<file path="config.mk">
export PLATFORM = sky130hd
export DESIGN_NAME = gelu_div
export DESIGN_NICKNAME = d
export VERILOG_FILES = /design/src/rtl/gelu_pkg.sv /design/src/rtl/gelu_div.sv
export SDC_FILE = /design/constraint.sdc
export NUM_CORES = 2
export LEC_CHECK = 0
export ABC_AREA = 0
export BUFFER_PORTS_ARGS = -buffer_cell sky130_fd_sc_hd__clkbuf_2
export CELL_PAD_IN_SITES_DETAIL_PLACEMENT = 0
export CELL_PAD_IN_SITES_GLOBAL_PLACEMENT = 1
export CORE_UTILIZATION = 24
export DETAILED_ROUTE_END_ITERATION = 8
export GPL_TIMING_DRIVEN = 1
export PLACE_DENSITY = 0.53
export SLEW_MARGIN = 5
export SYNTH_ARGS = -nofsm -noshare
export SYNTH_HDL_FRONTEND = slang
export SYNTH_SLANG_ARGS = --single-unit
</file>
<file path="constraint.sdc">
create_clock -name clk -period 6.7 [get_ports clk]
set_input_delay 0.335 -clock clk [delete_from_list [all_inputs] [get_ports clk]]
set_output_delay 0.335 -clock clk [all_outputs]
set_load 0.03 [all_outputs]
</file>
<file path="src/rtl/gelu_pkg.sv">
// Shared constants and types for the tanh-form GELU datapath.
package gelu_pkg;

  localparam int DATA_WIDTH_DEF = 16;
  localparam int FRAC_BITS      = 12;

  localparam int CUBE_COEF_Q20     = 46887;     // 0.044715
  localparam int TWO_SQRT_2_PI_Q20 = 1673285;   // 2*sqrt(2/pi)
  localparam int LOG2E_Q16         = 94548;
  localparam int LN2_Q24           = 11629080;

  // Reciprocals for exact floor division of values below 2^24, shift 26.
  localparam int RECIP5 = 13421773;
  localparam int RECIP3 = 22369622;

  localparam logic [24:0] ONE_Q24 = 25'h100_0000;

  localparam int ARG_STAGES = 7;
  localparam int EXP_STAGES = 7;
  localparam int DIV_STAGES = 13;
  localparam int SIG_WIDTH  = 13;

  typedef struct packed {
    logic valid;
    logic neg;
  } ctl_t;

endpackage

</file>
<file path="src/rtl/gelu_div.sv">
// Pipelined restoring divider: sig = round(2^36 / d), one quotient bit per stage.
module gelu_div #(
  parameter int DATA_WIDTH = gelu_pkg::DATA_WIDTH_DEF
) (
  input  logic                               clk,
  input  logic                               rst_n,
  input  logic                               adv,
  input  gelu_pkg::ctl_t                     ctl_i,
  input  logic [DATA_WIDTH-1:0]              xm_i,
  input  logic [25:0]                        d_i,
  output gelu_pkg::ctl_t                     ctl_o,
  output logic [DATA_WIDTH-1:0]              xm_o,
  output logic [gelu_pkg::SIG_WIDTH-1:0]     q_o
);

  localparam int NS = gelu_pkg::DIV_STAGES;
  localparam int QW = gelu_pkg::SIG_WIDTH;

  gelu_pkg::ctl_t        ctl_r [NS];
  logic [DATA_WIDTH-1:0] xm_r  [NS];
  logic [QW-1:0]         q_r   [NS];
  logic [37:0]           rem_r [NS-1];
  logic [25:0]           d_r   [NS-1];

  for (genvar j = 0; j < NS; j++) begin : g_stage
    gelu_pkg::ctl_t        c_in;
    logic [DATA_WIDTH-1:0] xm_in;
    logic [QW-1:0]         q_in;
    logic [37:0]           rem_in;
    logic [25:0]           d_in;
    logic [38:0]           diff;
    logic                  ge;
    logic [QW-1:0]         q_nxt;
    logic [37:0]           rem_nxt;

    if (j == 0) begin : g_first
      // dividend 2^36 + d/2 gives round to nearest
      assign c_in   = ctl_i;
      assign xm_in  = xm_i;
      assign q_in   = '0;
      assign rem_in = (38'(1) << 36) + 38'(d_i[25:1]);
      assign d_in   = d_i;
    end else begin : g_next
      assign c_in   = ctl_r[j-1];
      assign xm_in  = xm_r[j-1];
      assign q_in   = q_r[j-1];
      assign rem_in = rem_r[j-1];
      assign d_in   = d_r[j-1];
    end

    assign diff = {1'b0, rem_in} - (39'(d_in) << (NS - 1 - j));
    assign ge   = !diff[38];

    always_comb begin
      q_nxt             = q_in;
      q_nxt[NS - 1 - j] = ge;
      rem_nxt           = ge ? diff[37:0] : rem_in;
    end

    always_ff @(posedge clk) begin
      if (!rst_n) begin
        ctl_r[j] <= '0;
      end else if (adv) begin
        ctl_r[j] <= c_in;
      end
    end

    always_ff @(posedge clk) begin
      if (adv) begin
        xm_r[j] <= xm_in;
        q_r[j]  <= q_nxt;
      end
    end

    if (j < NS - 1) begin : g_carry
      always_ff @(posedge clk) begin
        if (adv) begin
          rem_r[j] <= rem_nxt;
          d_r[j]   <= d_in;
        end
      end
    end else begin : g_last
      logic unused_rem;
      assign unused_rem = ^rem_nxt;
    end
  end

  assign ctl_o = ctl_r[NS-1];
  assign xm_o  = xm_r[NS-1];
  assign q_o   = q_r[NS-1];

endmodule

</file>
=== Yosys cells after proc, flatten, opt, wreduce, memory -nomap -nowiden ===
Memories as Yosys holds them, arrays and structs flattened.
Index checks and enable logic that the tools add are counted.

* Output and inout port bits: 31
* Register bits: 0
* Word-level logic and storage cells: 75
* Bits of input ports: 47
* Memories kept: 5
* RAM bits: 1,171

* Muxes and demuxes: 30
* Reductions and logical operators: 13
* Add/sub/neg operators: 14
* Bitwise operators: 13

{| class="wikitable"
|+ Memory list
! name !! depth !! bits a word !! read ports !! clocked after memory_dff !! write ports !! RTL line !! text
|-
| rem_r || 12 || 38 || 12 || 0 || 12 || gelu_div.sv:22 || <nowiki>logic [37:0] rem_r [NS-1];</nowiki>
|-
| d_r || 12 || 26 || 12 || 0 || 12 || gelu_div.sv:23 || <nowiki>logic [25:0] d_r [NS-1];</nowiki>
|-
| xm_r || 13 || 16 || 13 || 0 || 13 || gelu_div.sv:20 || <nowiki>logic [DATA_WIDTH-1:0] xm_r [NS];</nowiki>
|-
| q_r || 13 || 13 || 13 || 0 || 13 || gelu_div.sv:21 || <nowiki>logic [QW-1:0] q_r [NS];</nowiki>
|-
| ctl_r || 13 || 2 || 13 || 0 || 13 || gelu_div.sv:19 || <nowiki>gelu_pkg::ctl_t ctl_r [NS];</nowiki>
|}

{| class="wikitable"
|+ Operator list
! cell !! number
|-
| 2-to-1 mux 38 bit || 12
|-
| subtractor 38 x 26 -> 39 bit || 1
|-
| subtractor 38 x 27 -> 39 bit || 1
|-
| subtractor 38 x 28 -> 39 bit || 1
|-
| subtractor 38 x 29 -> 39 bit || 1
|-
| subtractor 38 x 30 -> 39 bit || 1
|-
| subtractor 38 x 31 -> 39 bit || 1
|-
| subtractor 38 x 32 -> 39 bit || 1
|-
| subtractor 38 x 33 -> 39 bit || 1
|-
| subtractor 38 x 34 -> 39 bit || 1
|-
| subtractor 38 x 35 -> 39 bit || 1
|-
| subtractor 38 x 36 -> 39 bit || 1
|-
| subtractor 38 x 37 -> 39 bit || 1
|-
| subtractor 38 x 38 -> 39 bit || 1
|-
| adder 37 x 25 -> 38 bit, first input constant || 1
|-
| 2-to-1 mux 2 bit || 13
|-
| zero test 1 bit || 13
|-
| bitwise OR 1 bit || 13
|-
| 2-to-1 mux 1 bit || 5
|}

=== Longest topological paths before layout ===
* Word-level depth: 4
* Mapped depth: 15
* Mapped depth without buffers: 14

=== Worst setup path before layout ===
OpenSTA, ideal clock, no wires.

* Kind: reg-to-reg
* Start: mem d_r[8][4], in the netlist d_r[4][4]
* End: mem rem_r[9][35] (data pin)
* Period minus slack after synthesis: 3.382 ns
* Data required time: 6.442 ns
* Stages on the path, launching flop included: 15
* Buffers on the path: 0
* Setup slack: 3.318 ns
* Data arrival time: 3.125 ns
* Library setup time: 0.258 ns
* Path through: edfxtp_1 > inv_1 > ha_1 > inv_1 > fa_1 > a21o_1 > a21oi_2 > a221oi_1 > a2111oi_0 > a21oi_1 > a21oi_2 > o21ai_1 > and4_1 > or4_1 > xnor2_1

{| class="wikitable"
|+ RTL lines
! element !! RTL line
|-
| start: declaration || gelu_div.sv:23
|-
| end: declaration || gelu_div.sv:22
|}

==> out/results.tsv <==
metric	value	unit
wire_per_inst	13.7	um
fin_area	0.0593	mm2
path_cells	ha_1 > nor2b_1 > o21ai_0 > a21boi_0 > o211ai_1 > a21oi_1 > a211oi_1 > o21a_1 > o21a_1 > buf_4 > inv_1 > nand4_1 > xnor2_1	
grt_pass1_wl	166000	um
setup_viol	0	
startpoint_type	flip-flop	
hpwlAfterDp	72900	um
syn_to_final_growth	15.0	%
clk_latency	0.73	ns
drtIter0Drc	1653	
period_needed	4.32	ns
final_nets	4838	
port_buffers	77	
cp_slowest_stage_delay	0.72	ns
cp_max_fo	32	
synth_nets	4662	
initial_core_util	24.2	%
finalNonFillerCells	7370	
period_share	64.4	%
ctsHoldBuffers	44	
synth_edf_count	1015	
status	finished, final reports clean	
end_kind	flip-flop	
grt_start_max_net_pins	138	
dpl.cell_count	7116	
synthArstFlopShare	0	%
htreeDepth	3	
drcViolationCount	0	
critPathKind	reg -> reg	
post-cts-setup-buffer-count	0	
post_cts_resized	0	
coreArea	0.213	mm2
first_global_vias	32000	
setup_tns	0	ns
critical-path-top-delay-family	compound AO/OA/AOI/OAI gates	
fp.dieH	466	um
drtPass1Iterations	5	
grt_usage	9.26	%
path_common_cell	o21a_1	
postPlaceCellArea	0.0554	mm2
numClockSinks	1015	
row_count	169	
wl	101000	um
slew_viol_final	0	
fin_worst_skew	0.0229	ns
crit_required	7.16	ns
synth_area_leaders	edfxtp_1, ha_1, a21oi_1, xnor2_1, inv_1	
arrival	4.78	ns
grt_antenna_before_repair	1	
crit_buf_inv	2	
yosysTopAreaCell	edfxtp_1	
peakVddDrop	0.184	mV
cts_tree	yes	
synth_area_per_cell	12.1	um2
io_pins	78	
grt_setup_unrepaired	false	
min-delay-path-class	in -> reg	
ys_warn_count	0	
total_power	0.0232	W
hold_violations	0	
power_density	390	mW/mm2
worst_pin_slew	0.952	ns
gp_congestion	0.845	
synthFlopType	edfxtp_1	
die_x	466	um
dieArea	0.217	mm2
synth_top_area_share	59.1	%
antenna_left	0	
cp_slowest_cell	inv_1	
drive_gt1_share	8.58	%
clk_transition_reported_paths	0.06	ns
viasPerCell	4.22	
ys_seq_elements	1015	
max_slew_margin	36.5	%
syn_area	0.0516	mm2
numCtsBuffers	114	
cts-root-buf	clkbuf_16	
dr_total_vias	31100	
grt-ovfl-total	0	
synth_cell_type_count	84	
drv_cap	0	
syn_inst	4279	
cts_buffer_depth	3	
max_freq	0.232	GHz
ys_seq_area_share	59.1	%
leakagePower	22.8	nW
per-layer routing:
| metal | part of all wire (%) | GRT usage [%] | vias to the layer above |
|---|---|---|---|
| met5 | 0 | 0 | - |
| met2 | 46 | 15.5 | 392 |
| met4 | 3.5 | 3.42 | 0 |
| li1 | - | - | 16100 |
| met3 | 3.1 | 1.79 | 195 |
| met1 | 47 | 11.8 | 14400 |
flip-flops by register name (all words and copies together) (netlist names):
signal  count
ctl_r      26
rem_r     384
d_r       306
xm_r      208
q_r        91
final timing paths:
path | from | to | slack [ns] | cells after the start
worst max-delay path | rem_r[4][8]$_DFFE_PP_ | rem_r[5][37]$_DFFE_PP_ | 2.38 | 13
worst min-delay path | adv | rem_r[11][2]$_DFFE_PP_ | 0.13 | 1
worst max register to register | rem_r[4][8]$_DFFE_PP_ | rem_r[5][37]$_DFFE_PP_ | 2.38 | 13
worst min register to register | xm_r[1][3]$_DFFE_PP_ | xm_r[2][3]$_DFFE_PP_ | 0.41 | 0
cell usage after synthesis (35+ instances only):
cell	number
and3_1	51
inv_1	394
a21o_1	160
nand4_1	36
xnor2_1	171
edfxtp_1	1015
xor2_1	129
nor2_1	261
ha_1	324
nand3_1	64
o21a_1	54
nand2_1	294
o21ai_0	269
nand2b_1	49
a31oi_1	35
mux2_2	74
nor2b_1	48
nor3_1	61
clkbuf_1	57
a21oi_1	327
cells in the final DEF, fill, tap and decap left out, types with 10 or more instances in the layout:
master            n
inv_1           394
clkbuf_1         26
nand2b_1         48
a21oi_1         325
clkbuf_16       114
nand3_1          64
fa_1             12
xnor2_1         171
clkbuf_2         76
xor2_1          129
a31oi_1          35
nor3_1           60
nor2_1          260
nor2b_1          48
edfxtp_1       1015
o21bai_1         31
o31ai_1          27
and2_1           10
dlygate4sd3_1    44
a211o_1          11
clkinv_1         30
nor4_1           23
nand2_1         294
or2_2            18
a21o_1          160
o21ai_0         269
or4_1            11
nand4_1          36
buf_4            27
o21a_1           54
mux2_2           74
or3_1            26
o211ai_1         20
a211oi_1         24
clkinv_2         22
ha_1            324
and3_1           51
metrics by stage:
step | hold WS [ns] | setup slack [ns] | utilization [%]
floorplan | 0.400 | 3.32 | -
global placement | 0.400 | 2.28 | 26.0
detailed placement | 0.405 | 2.34 | 26.0
CTS | 0.0814 | 2.30 | 27.9
global route | 0.105 | 2.00 | 27.9
finish | 0.126 | 2.38 | 27.9
power breakdown:
group          total [W]  switching (W)  internal [W]
Combinational    0.00786        0.00436       0.00350
Sequential       0.00946       0.000717       0.00874
Clock            0.00585        0.00254       0.00331
Total             0.0232        0.00762        0.0156
kinds of logic (layout without fill, tap and decap cells):
family | after synthesis | in the layout | share of synthesized area [%]
buffers and inverters | 488 | 757 | 3.67
multiplexers | 78 | 78 | 1.69
other | 0 | 1 | 0
flip-flops | 1015 | 1015 | 59.1
AO/OA/AOI/OAI | 1063 | 1063 | 12.8
adder cells (fa/ha/maj) | 336 | 336 | 8.32
AND/OR/NAND/NOR | 999 | 999 | 9.34
XOR/XNOR | 300 | 300 | 5.09
area by class of cell:
| cell class | instances | area (um2) |
|---|---|---|
| diodes | 1 | 2.50 |
| clock buffers | 140 | 2950 |
| clock inverters | 69 | 514 |
| fillers | 21900 | 154000 |
| inverters | 397 | 1490 |
| multi-input cells | 2776 | 19300 |
| flip-flops and latches | 1015 | 30500 |
| well taps | 2821 | 3530 |
| repair buffers | 151 | 1100 |
Note: power is estimated with default switching activity, not from simulation.
