### config.mk
export PLATFORM = sky130hd
export DESIGN_NAME = gelu_arg
export DESIGN_NICKNAME = d
export VERILOG_FILES = /design/src/rtl/gelu_pkg.sv /design/src/rtl/gelu_arg.sv
export SDC_FILE = /design/constraint.sdc
export NUM_CORES = 2
export LEC_CHECK = 0
export ABC_AREA = 1
export BUFFER_PORTS_ARGS = -buffer_cell sky130_fd_sc_hd__buf_2
export CORE_MARGIN = 2
export CORE_UTILIZATION = 65
export CTS_CLUSTER_DIAMETER = 60
export DETAILED_ROUTE_END_ITERATION = 10
export HOLD_SLACK_MARGIN = 0.08
export PLACE_DENSITY = 0.82
export SLEW_MARGIN = 0
export SYNTH_ARGS = -nofsm -noshare
export SYNTH_HDL_FRONTEND = slang
export SYNTH_SLANG_ARGS = --single-unit
### constraint.sdc
create_clock -name clk -period 8.15 [get_ports clk]
set_input_delay 0.815 -clock clk [delete_from_list [all_inputs] [get_ports clk]]
set_output_delay 0.815 -clock clk [all_outputs]
set_load 0.01 [all_outputs]
### src/rtl/gelu_pkg.sv
// Shared constants and types for the tanh-form GELU datapath.
package gelu_pkg;

  localparam int DATA_WIDTH_DEF = 16;
  localparam int FRAC_BITS      = 12;

  localparam int CUBE_COEF_Q20     = 46887;     // 0.044715
  localparam int TWO_SQRT_2_PI_Q20 = 1673285;   // 2*sqrt(2/pi)
  localparam int LOG2E_Q16         = 94548;
  localparam int LN2_Q24           = 11629080;

  // Reciprocals for exact floor division of values below 2^24, shift 26.
  localparam int RECIP5 = 13421773;
  localparam int RECIP3 = 22369622;

  localparam logic [24:0] ONE_Q24 = 25'h100_0000;

  localparam int ARG_STAGES = 7;
  localparam int EXP_STAGES = 7;
  localparam int DIV_STAGES = 13;
  localparam int SIG_WIDTH  = 13;

  typedef struct packed {
    logic valid;
    logic neg;
  } ctl_t;

endpackage

### src/rtl/gelu_arg.sv
// Argument stages: clamp, cubic term, u = 2*sqrt(2/pi)*a, split into 2^-n and exp fraction.
module gelu_arg #(
  parameter int DATA_WIDTH = gelu_pkg::DATA_WIDTH_DEF
) (
  input  logic                         clk,
  input  logic                         rst_n,
  input  logic                         adv,
  input  logic                         valid_i,
  input  logic signed [DATA_WIDTH-1:0] x_i,
  output gelu_pkg::ctl_t               ctl_o,
  output logic        [DATA_WIDTH-1:0] xm_o,
  output logic        [6:0]            n_o,
  output logic        [23:0]           w_o
);

  localparam int NS = gelu_pkg::ARG_STAGES;

  gelu_pkg::ctl_t        ctl_r [NS];
  logic [DATA_WIDTH-1:0] xm_r  [NS];

  logic signed [31:0] x32;
  logic signed [16:0] xc;
  logic [16:0]        m_nxt;
  logic [DATA_WIDTH-1:0] xm_nxt;

  logic [16:0] m_r, m2d_r, m3d_r;
  logic [33:0] sq;
  logic [32:0] mc;
  logic [30:0] m2_r, mc_r;
  logic [61:0] cube;
  logic [60:0] p_r;
  logic [60:0] t_sum;
  logic [17:0] a_sum;
  logic [16:0] am_r;
  logic [37:0] u_sum;
  logic [17:0] um_r;
  logic [34:0] v;
  logic [6:0]  n6_r, n_r;
  logic [27:0] frac_r;
  logic [51:0] wp;
  logic [23:0] w_r;

  // S1: clamp for the logistic path, magnitudes
  always_comb begin
    x32 = 32'(x_i);
    if (x32 > 32'sd32767) begin
      xc = 17'sd32767;
    end else if (x32 < -32'sd32768) begin
      xc = -17'sd32768;
    end else begin
      xc = x32[16:0];
    end
    m_nxt  = xc[16] ? 17'(-xc) : 17'(xc);
    xm_nxt = x_i[DATA_WIDTH-1] ? DATA_WIDTH'(-x_i) : DATA_WIDTH'(x_i);
  end

  // S2..S7 datapath
  assign sq    = 34'(m_r) * 34'(m_r);
  assign mc    = 33'(m_r) * 33'(gelu_pkg::CUBE_COEF_Q20);
  assign cube  = 62'(m2_r) * 62'(mc_r);
  assign t_sum = p_r + (61'(1) << 43);
  assign a_sum = 18'(m3d_r) + 18'(t_sum[60:44]);
  assign u_sum = 38'(am_r) * 38'(gelu_pkg::TWO_SQRT_2_PI_Q20) + (38'(1) << 19);
  assign v     = 35'(um_r) * 35'(gelu_pkg::LOG2E_Q16);
  assign wp    = 52'(frac_r) * 52'(gelu_pkg::LN2_Q24);

  always_ff @(posedge clk) begin
    if (!rst_n) begin
      for (int k = 0; k < NS; k++) begin
        ctl_r[k] <= '0;
      end
    end else if (adv) begin
      ctl_r[0] <= '{valid: valid_i, neg: x_i[DATA_WIDTH-1]};
      for (int k = 1; k < NS; k++) begin
        ctl_r[k] <= ctl_r[k-1];
      end
    end
  end

  always_ff @(posedge clk) begin
    if (adv) begin
      xm_r[0] <= xm_nxt;
      for (int k = 1; k < NS; k++) begin
        xm_r[k] <= xm_r[k-1];
      end
      m_r    <= m_nxt;
      m2_r   <= sq[30:0];
      mc_r   <= mc[30:0];
      m2d_r  <= m_r;
      p_r    <= cube[60:0];
      m3d_r  <= m2d_r;
      am_r   <= a_sum[16:0];
      um_r   <= u_sum[37:20];
      n6_r   <= v[34:28];
      frac_r <= v[27:0];
      n_r    <= n6_r;
      w_r    <= wp[51:28];
    end
  end

  assign ctl_o = ctl_r[NS-1];
  assign xm_o  = xm_r[NS-1];
  assign n_o   = n_r;
  assign w_o   = w_r;

endmodule

**Word-level counts from Yosys, hierarchy flattened**

Memory sizes are Yosys's and may differ from the RTL's.
Index checks and enable logic that the tools add are counted.

- Register bits: 273
- RAM bits: 126
- Bits of input ports: 20
- Word-level logic and storage cells: 51
- Memories: 2

- Add/sub/neg operators: 5
- Multiply operators: 6
- Magnitude comparators: 2
- Multiplexer cells: 16
- Bitwise gates (word level): 7

Memory list:

| memory | depth | bits a word | rd ports | clocked after memory_dff | wr ports | RTL line | source |
|---|---|---|---|---|---|---|---|
| xm_r | 7 | 16 | 7 | 0 | 7 | gelu_arg.sv:19 | `logic [DATA_WIDTH-1:0] xm_r [NS];` |
| ctl_r | 7 | 2 | 7 | 0 | 7 | gelu_arg.sv:18 | `gelu_pkg::ctl_t ctl_r [NS];` |

Operators by type and width:

| operator | number |
|---|---|
| adder 61 x 44 -> 61 bit (second input constant) | 1 |
| multiplier 31 x 31 -> 61 bit | 1 |
| multiplier 26 x 21 -> 47 bit (second input constant) | 1 |
| adder 38 x 20 -> 38 bit (second input constant) | 1 |
| multiplier 17 x 21 -> 38 bit (second input constant) | 1 |
| 2-to-1 mux 17 bit | 2 |
| multiplier 18 x 15 -> 33 bit (second input constant) | 1 |
| 2-to-1 mux 16 bit | 2 |
| multiplier 17 x 16 -> 31 bit (second input constant) | 1 |
| multiplier 17 x 17 -> 31 bit | 1 |
| adder 17 bit | 1 |
| negator 17 bit | 1 |
| greater-than comparator 16 bit (second input constant) | 1 |
| less-than comparator 16 bit (second input constant) | 1 |
| negator 16 bit | 1 |
| 2-to-1 mux 2 bit | 7 |
| bitwise OR 1 bit | 7 |
| 2-to-1 mux 1 bit | 5 |

**Depth between registers and ports, before layout**

- Word-level depth: 5
- Depth in mapped cells: 30
- Mapped depth without buffers: 29

**Worst setup path after synthesis**

No wires, ideal clock.

- Path kind: reg-to-reg
- From: register m2_r[29]
- To: register p_r[59], data pin
- Arrival time: 5.973 ns
- Required time: 7.898 ns
- Setup slack: 1.925 ns
- Cell stages (with the launch flop): 25
- Path buffers: 1
- Clock period less this slack: 6.225 ns
- Path through: edfxtp_1 -> clkbuf_1 -> nand2_1 -> fa_1 -> inv_1 -> fa_1 -> fa_1 -> inv_1 -> fa_1 -> inv_1 -> fa_1 -> fa_1 -> fa_1 -> inv_1 -> fa_1 -> inv_1 -> ha_1 -> nand2_2 -> nor2_2 -> nand2_1 -> nor3_1 -> and2_1 -> nand2_1 -> nand3_1 -> nand2_1

- Word-level cells in the longest chain between the ends: 1

Ends and longest elaborated chain:

| item | RTL line | source |
|---|---|---|
| from (decl) | gelu_arg.sv:29 | `logic [30:0] m2_r, mc_r;` |
| from (signal assigned) | gelu_arg.sv:87 | `m2_r <= sq[30:0];` |
| multiplier 31 x 31 -> 61 bit | gelu_arg.sv:60 | `assign cube = 62'(m2_r) * 62'(mc_r);` |
| via cube[59] | gelu_arg.sv:30 | `logic [61:0] cube;` |
| to (signal assigned) | gelu_arg.sv:90 | `p_r <= cube[60:0];` |
| to (decl) | gelu_arg.sv:31 | `logic [60:0] p_r;` |

The timed path passes the listed nets, and every way through them passes these cells.
A chain may end at the register's enable or synchronous reset.

**Worst setup path after layout**

- From: register m2_r[17]
- To: register p_r[48], data pin

The elaborated chain is that of the path after synthesis.

==> metrics list <==
* Outcome: complete, no violations
- Once routing completed, OpenROAD measured the worst setup slack at just over 0.4 ns.
- The detailed router finished its first iteration with 4808 violations.
- Routed WL per cell: between 15 and 20 um
* Final #Nets: 11600
* Worst-skew pair later-pin latency: between 0.6 and 0.7 ns
- The H-tree was split into 2 levels.
- Setup CP Type: reg -> reg
- Adding up every negative setup slack in the final design gives 0 ns.
* Required @ worst endpoint: 8.49 ns
- Ys flop type: edfxtp_1
- The total area inside the core boundary comes to between 100000 and 150000 um2.
- Unrepaired setup endpoints after global routing: no
* Final Skew: 0.0395 ns
- Gates resized during post-CTS repair numbered 0.
* CP Buf/Inv Count: 4
- The layer flagged by global routing as most heavily used is met2.
- Wire length of the first global-routing pass: 332000 um
* Floorplan die width: 351 um
* Final max-slew violation count: 0
- The cell family contributing the most delay on the critical path is adder cells.
- Count of flip-flops with a built-in enable after synthesis: 353
- By instance count, the cell type seen most on the critical path is fa_1.
* Setup WS pre-CTS: approximately 0.57 ns
- Critical Path Sink Type: flop
* Endpoints failing setup: 0
- Number of instances in the synthesized netlist: 9103
- For this run, the number of Yosys warnings is 0.
- The number of antenna diodes in the final layout is 0.
* Grt met2 use: around three fifths
- After detailed routing, the number of remaining DRC violations is 0.
- For this run, the detailed router's first-pass iteration total came to 8.
- The post-route netlist has under 10% of its cells at a drive strength greater than 1.
- CP cell instances: buf_4 > nand2_1 > inv_1 > fa_1 > fa_1 > inv_1 > fa_1 > fa_1 > inv_1 > fa_1 > fa_1 > fa_1 > fa_1 > ha_1 > nand2_1 > nor2_1 > nand2_1 > o21bai_1 > nand2_1 > nand4_1 > nand2_1
- Global-route met1 utilization: 44.1%
* Cell accounting for the most synthesized area: fa_1
- Initial cell density of the core: 65.4%
- Along the worst path, the maximum fanout reaches 20.
* Post-synthesis sequential element count: between 300 and 400
- The slowest stage of the critical path belongs to the cell edfxtp_1.
- Deepest clock path buffer count: 3
- Remaining antenna violation count after routing: 0
- Buffers added to address setup during post-CTS repair amount to 0.
* Share of the clock period used by the worst path after layout: 94.9%
- The count of final hold-check violations is 0.
- On the worst path, the slowest cell contributes a delay of 1.24 ns.
* HPWL after detailed placement: 170000 um
* Per-instance average area after synthesis: 8.61 um2
- Count of clock tree sinks: 353
- Synth area leaders: fa_1 37%, ha_1 17%, edfxtp_1 14%, inv_1 13%, nand2_1 9.5%
- Overall routing resource usage: 34.8%
* Portion of synthesized cell area occupied by the leading cell type: 36.5%
- Inserted Clock Buffers: 43
- From synthesis to final layout, the design area changed by 5.11%.
- Entering global routing, the biggest net connects 138 pins.
- Number of distinct library cells after synthesis: 55
- Fmax: 0.129 GHz
* Root Buffer Master: clkbuf_16
* Total wire length after detailed routing: 206000 um
- The initialized floorplan defines 127 standard-cell rows.
* TritonCTS clock tree: built
* Clock period minus final worst setup slack: 7.74 ns
* Proportion of synthesized flip-flops having asynchronous set or reset: 0%
- For this design the top-level I/O count stands at 69.
- Number of hold buffers added after cts: 0
* Global-route met3 utilization: 6.38%
* Die Y: 351 um
- GRT Residual Overflow: 0
- Data arrives at the worst endpoint at about 8.1 ns.
* Max-slew headroom at the worst pin: 5.30%
- Max Cap Violations: 0
- The congestion estimate from routability-driven global placement came to 1.02.
- Measured slew at the worst slew-check pin: 1.42 ns
* Total Die Area: 123000 um2
- The cell area that synthesis handed to floorplanning was 78400 um2.
- Post-synthesis sequential area ratio: 13.5%
* Via count of the first global-routing pass: 63400
* Worst min-delay path category: reg -> reg
- Via count: ~60000
- STA classifies the critical path startpoint as a flop.
* Clk slew on worst S/H paths: approximately 0.06 ns
- Using the TritonRoute via totals, the vias-per-cell ratio works out to between 5 and 6.
- The initial antenna violation count is 0.
- In this run the tool buffered the top-level ports with 68 buffer cells.
- Internal reg-to-reg setup slack: 0.41 ns
- Counting the fill cells in the layout gives 9367.
[registers in the layout, summed over array words and instances, names as in the netlist, 17 cells and up]
signal  cells
xm_r      112
mc_r       30
m2_r       29
frac_r     26
w_o        24
p_r        18
um_r       18
am_r       17
m2d_r      17
m3d_r      17
m_r        17
[layout make-up]
| class | instances | area [um2] | share of cell area, % |
|---|---|---|---|
| repair buffers | 185 | 1250 | 1.52 |
| clock buffers | 47 | 1090 | 1.32 |
| flip-flops and latches | 353 | 10600 | 12.9 |
| inverters | 2682 | 10100 | 12.2 |
| clock inverters | 33 | 360 | 0.437 |
| well taps | 1612 | 2020 | 2.45 |
| multi-input cells | 5877 | 57000 | 69.2 |
[routing by layer]
| metal | wire [um] | share of wire, % |
|---|---|---|
| met5 | 0 | 0 |
| met4 | 11200 | 5.4 |
| met3 | 18600 | 9.0 |
| met2 | 98500 | 48 |
| met1 | 78000 | 38 |
[cell families (layout without fill, tap and decap cells)]
kind of cell	Yosys count	after routing	synth area share (%)
buffers and inverters	2888	2947	13.8
DFF	353	353	13.5
AOI/OAI and AO/OA	518	518	3.73
other	2	17	0.00958
adders and majority gates	2471	2471	53.1
xor gates and xnor gates	164	164	1.83
and+or+nand+nor	2707	2707	13.9
[cell usage after synthesis (11+ instances only)]
cell      number
o21ai_1       11
xnor2_1       52
a21oi_1      255
xor2_1       112
inv_1       2669
nand4_1       63
nor2_2        22
nor3_1        35
fa_1        1431
nand3_1      171
nand2_1     1984
nand2_2       16
inv_2         12
nor2_1       359
a21o_1        27
a31oi_1       18
o21ai_0      125
o21bai_1      39
edfxtp_1     353
ha_1        1040
clkbuf_1     201
[cells in the final DEF, fill, tap and decap left out, types with 7 or more instances in the layout]
master and instances:
a21boi_0 9, a21o_1 27, a21oi_1 255, a31oi_1 18
buf_2 67, buf_4 115, clkbuf_16 43, clkinv_1 7
conb_1 17, edfxtp_1 353, fa_1 1431, ha_1 1040
inv_1 2669, inv_2 12, nand2_1 1984, nand2_2 16
nand3_1 171, nand3b_1 9, nand4_1 63, nor2_1 359
nor2_2 22, nor2_4 7, nor3_1 35, nor4_1 7
o21a_1 9, o21ai_0 125, o21ai_1 11, o21bai_1 39
or2_2 8, xnor2_1 52, xor2_1 112
[metrics by stage]
step | util [%] | hold slack [ns] | cells | area (um2)
2_1_floorplan | - | 0.400 | 9118 | 78400
4_1_cts | 68.8 | 0.388 | 10800 | 82400
3_3_place_gp | 67.6 | 0.400 | 10700 | 80900
5_1_grt | 68.8 | 0.397 | 10800 | 82400
3_5_place_dp | 67.6 | 0.405 | 10700 | 80900
6_report | 68.8 | 0.395 | 10800 | 82400
[worst register-to-register path, delay by kind of cell, from the launching register on]
| family | cells | cell delay, ns |
|---|---|---|
| simple gates | 7 | 1.04 |
| flops | 1 | 1.24 |
| fa+ha+maj | 9 | 4.24 |
| compound gates | 1 | 0.34 |
| buf+inv | 4 | 0.58 |
[worst paths after layout]
| check | from | end | depth (start not counted) |
|---|---|---|---|
| hold reg to reg | xm_r[1][7] | xm_r[2][7] | 0 |
| hold / removal | xm_r[1][7] | xm_r[2][7] | 0 |
| setup reg to reg | m2_r[17] | p_r[48] | 21 |
| setup / recovery | m2_r[17] | p_r[48] | 21 |
Power is left out: the tool's default activity adds up to more than one toggle a clock period on the data nets, which glitch-free logic cannot reach.
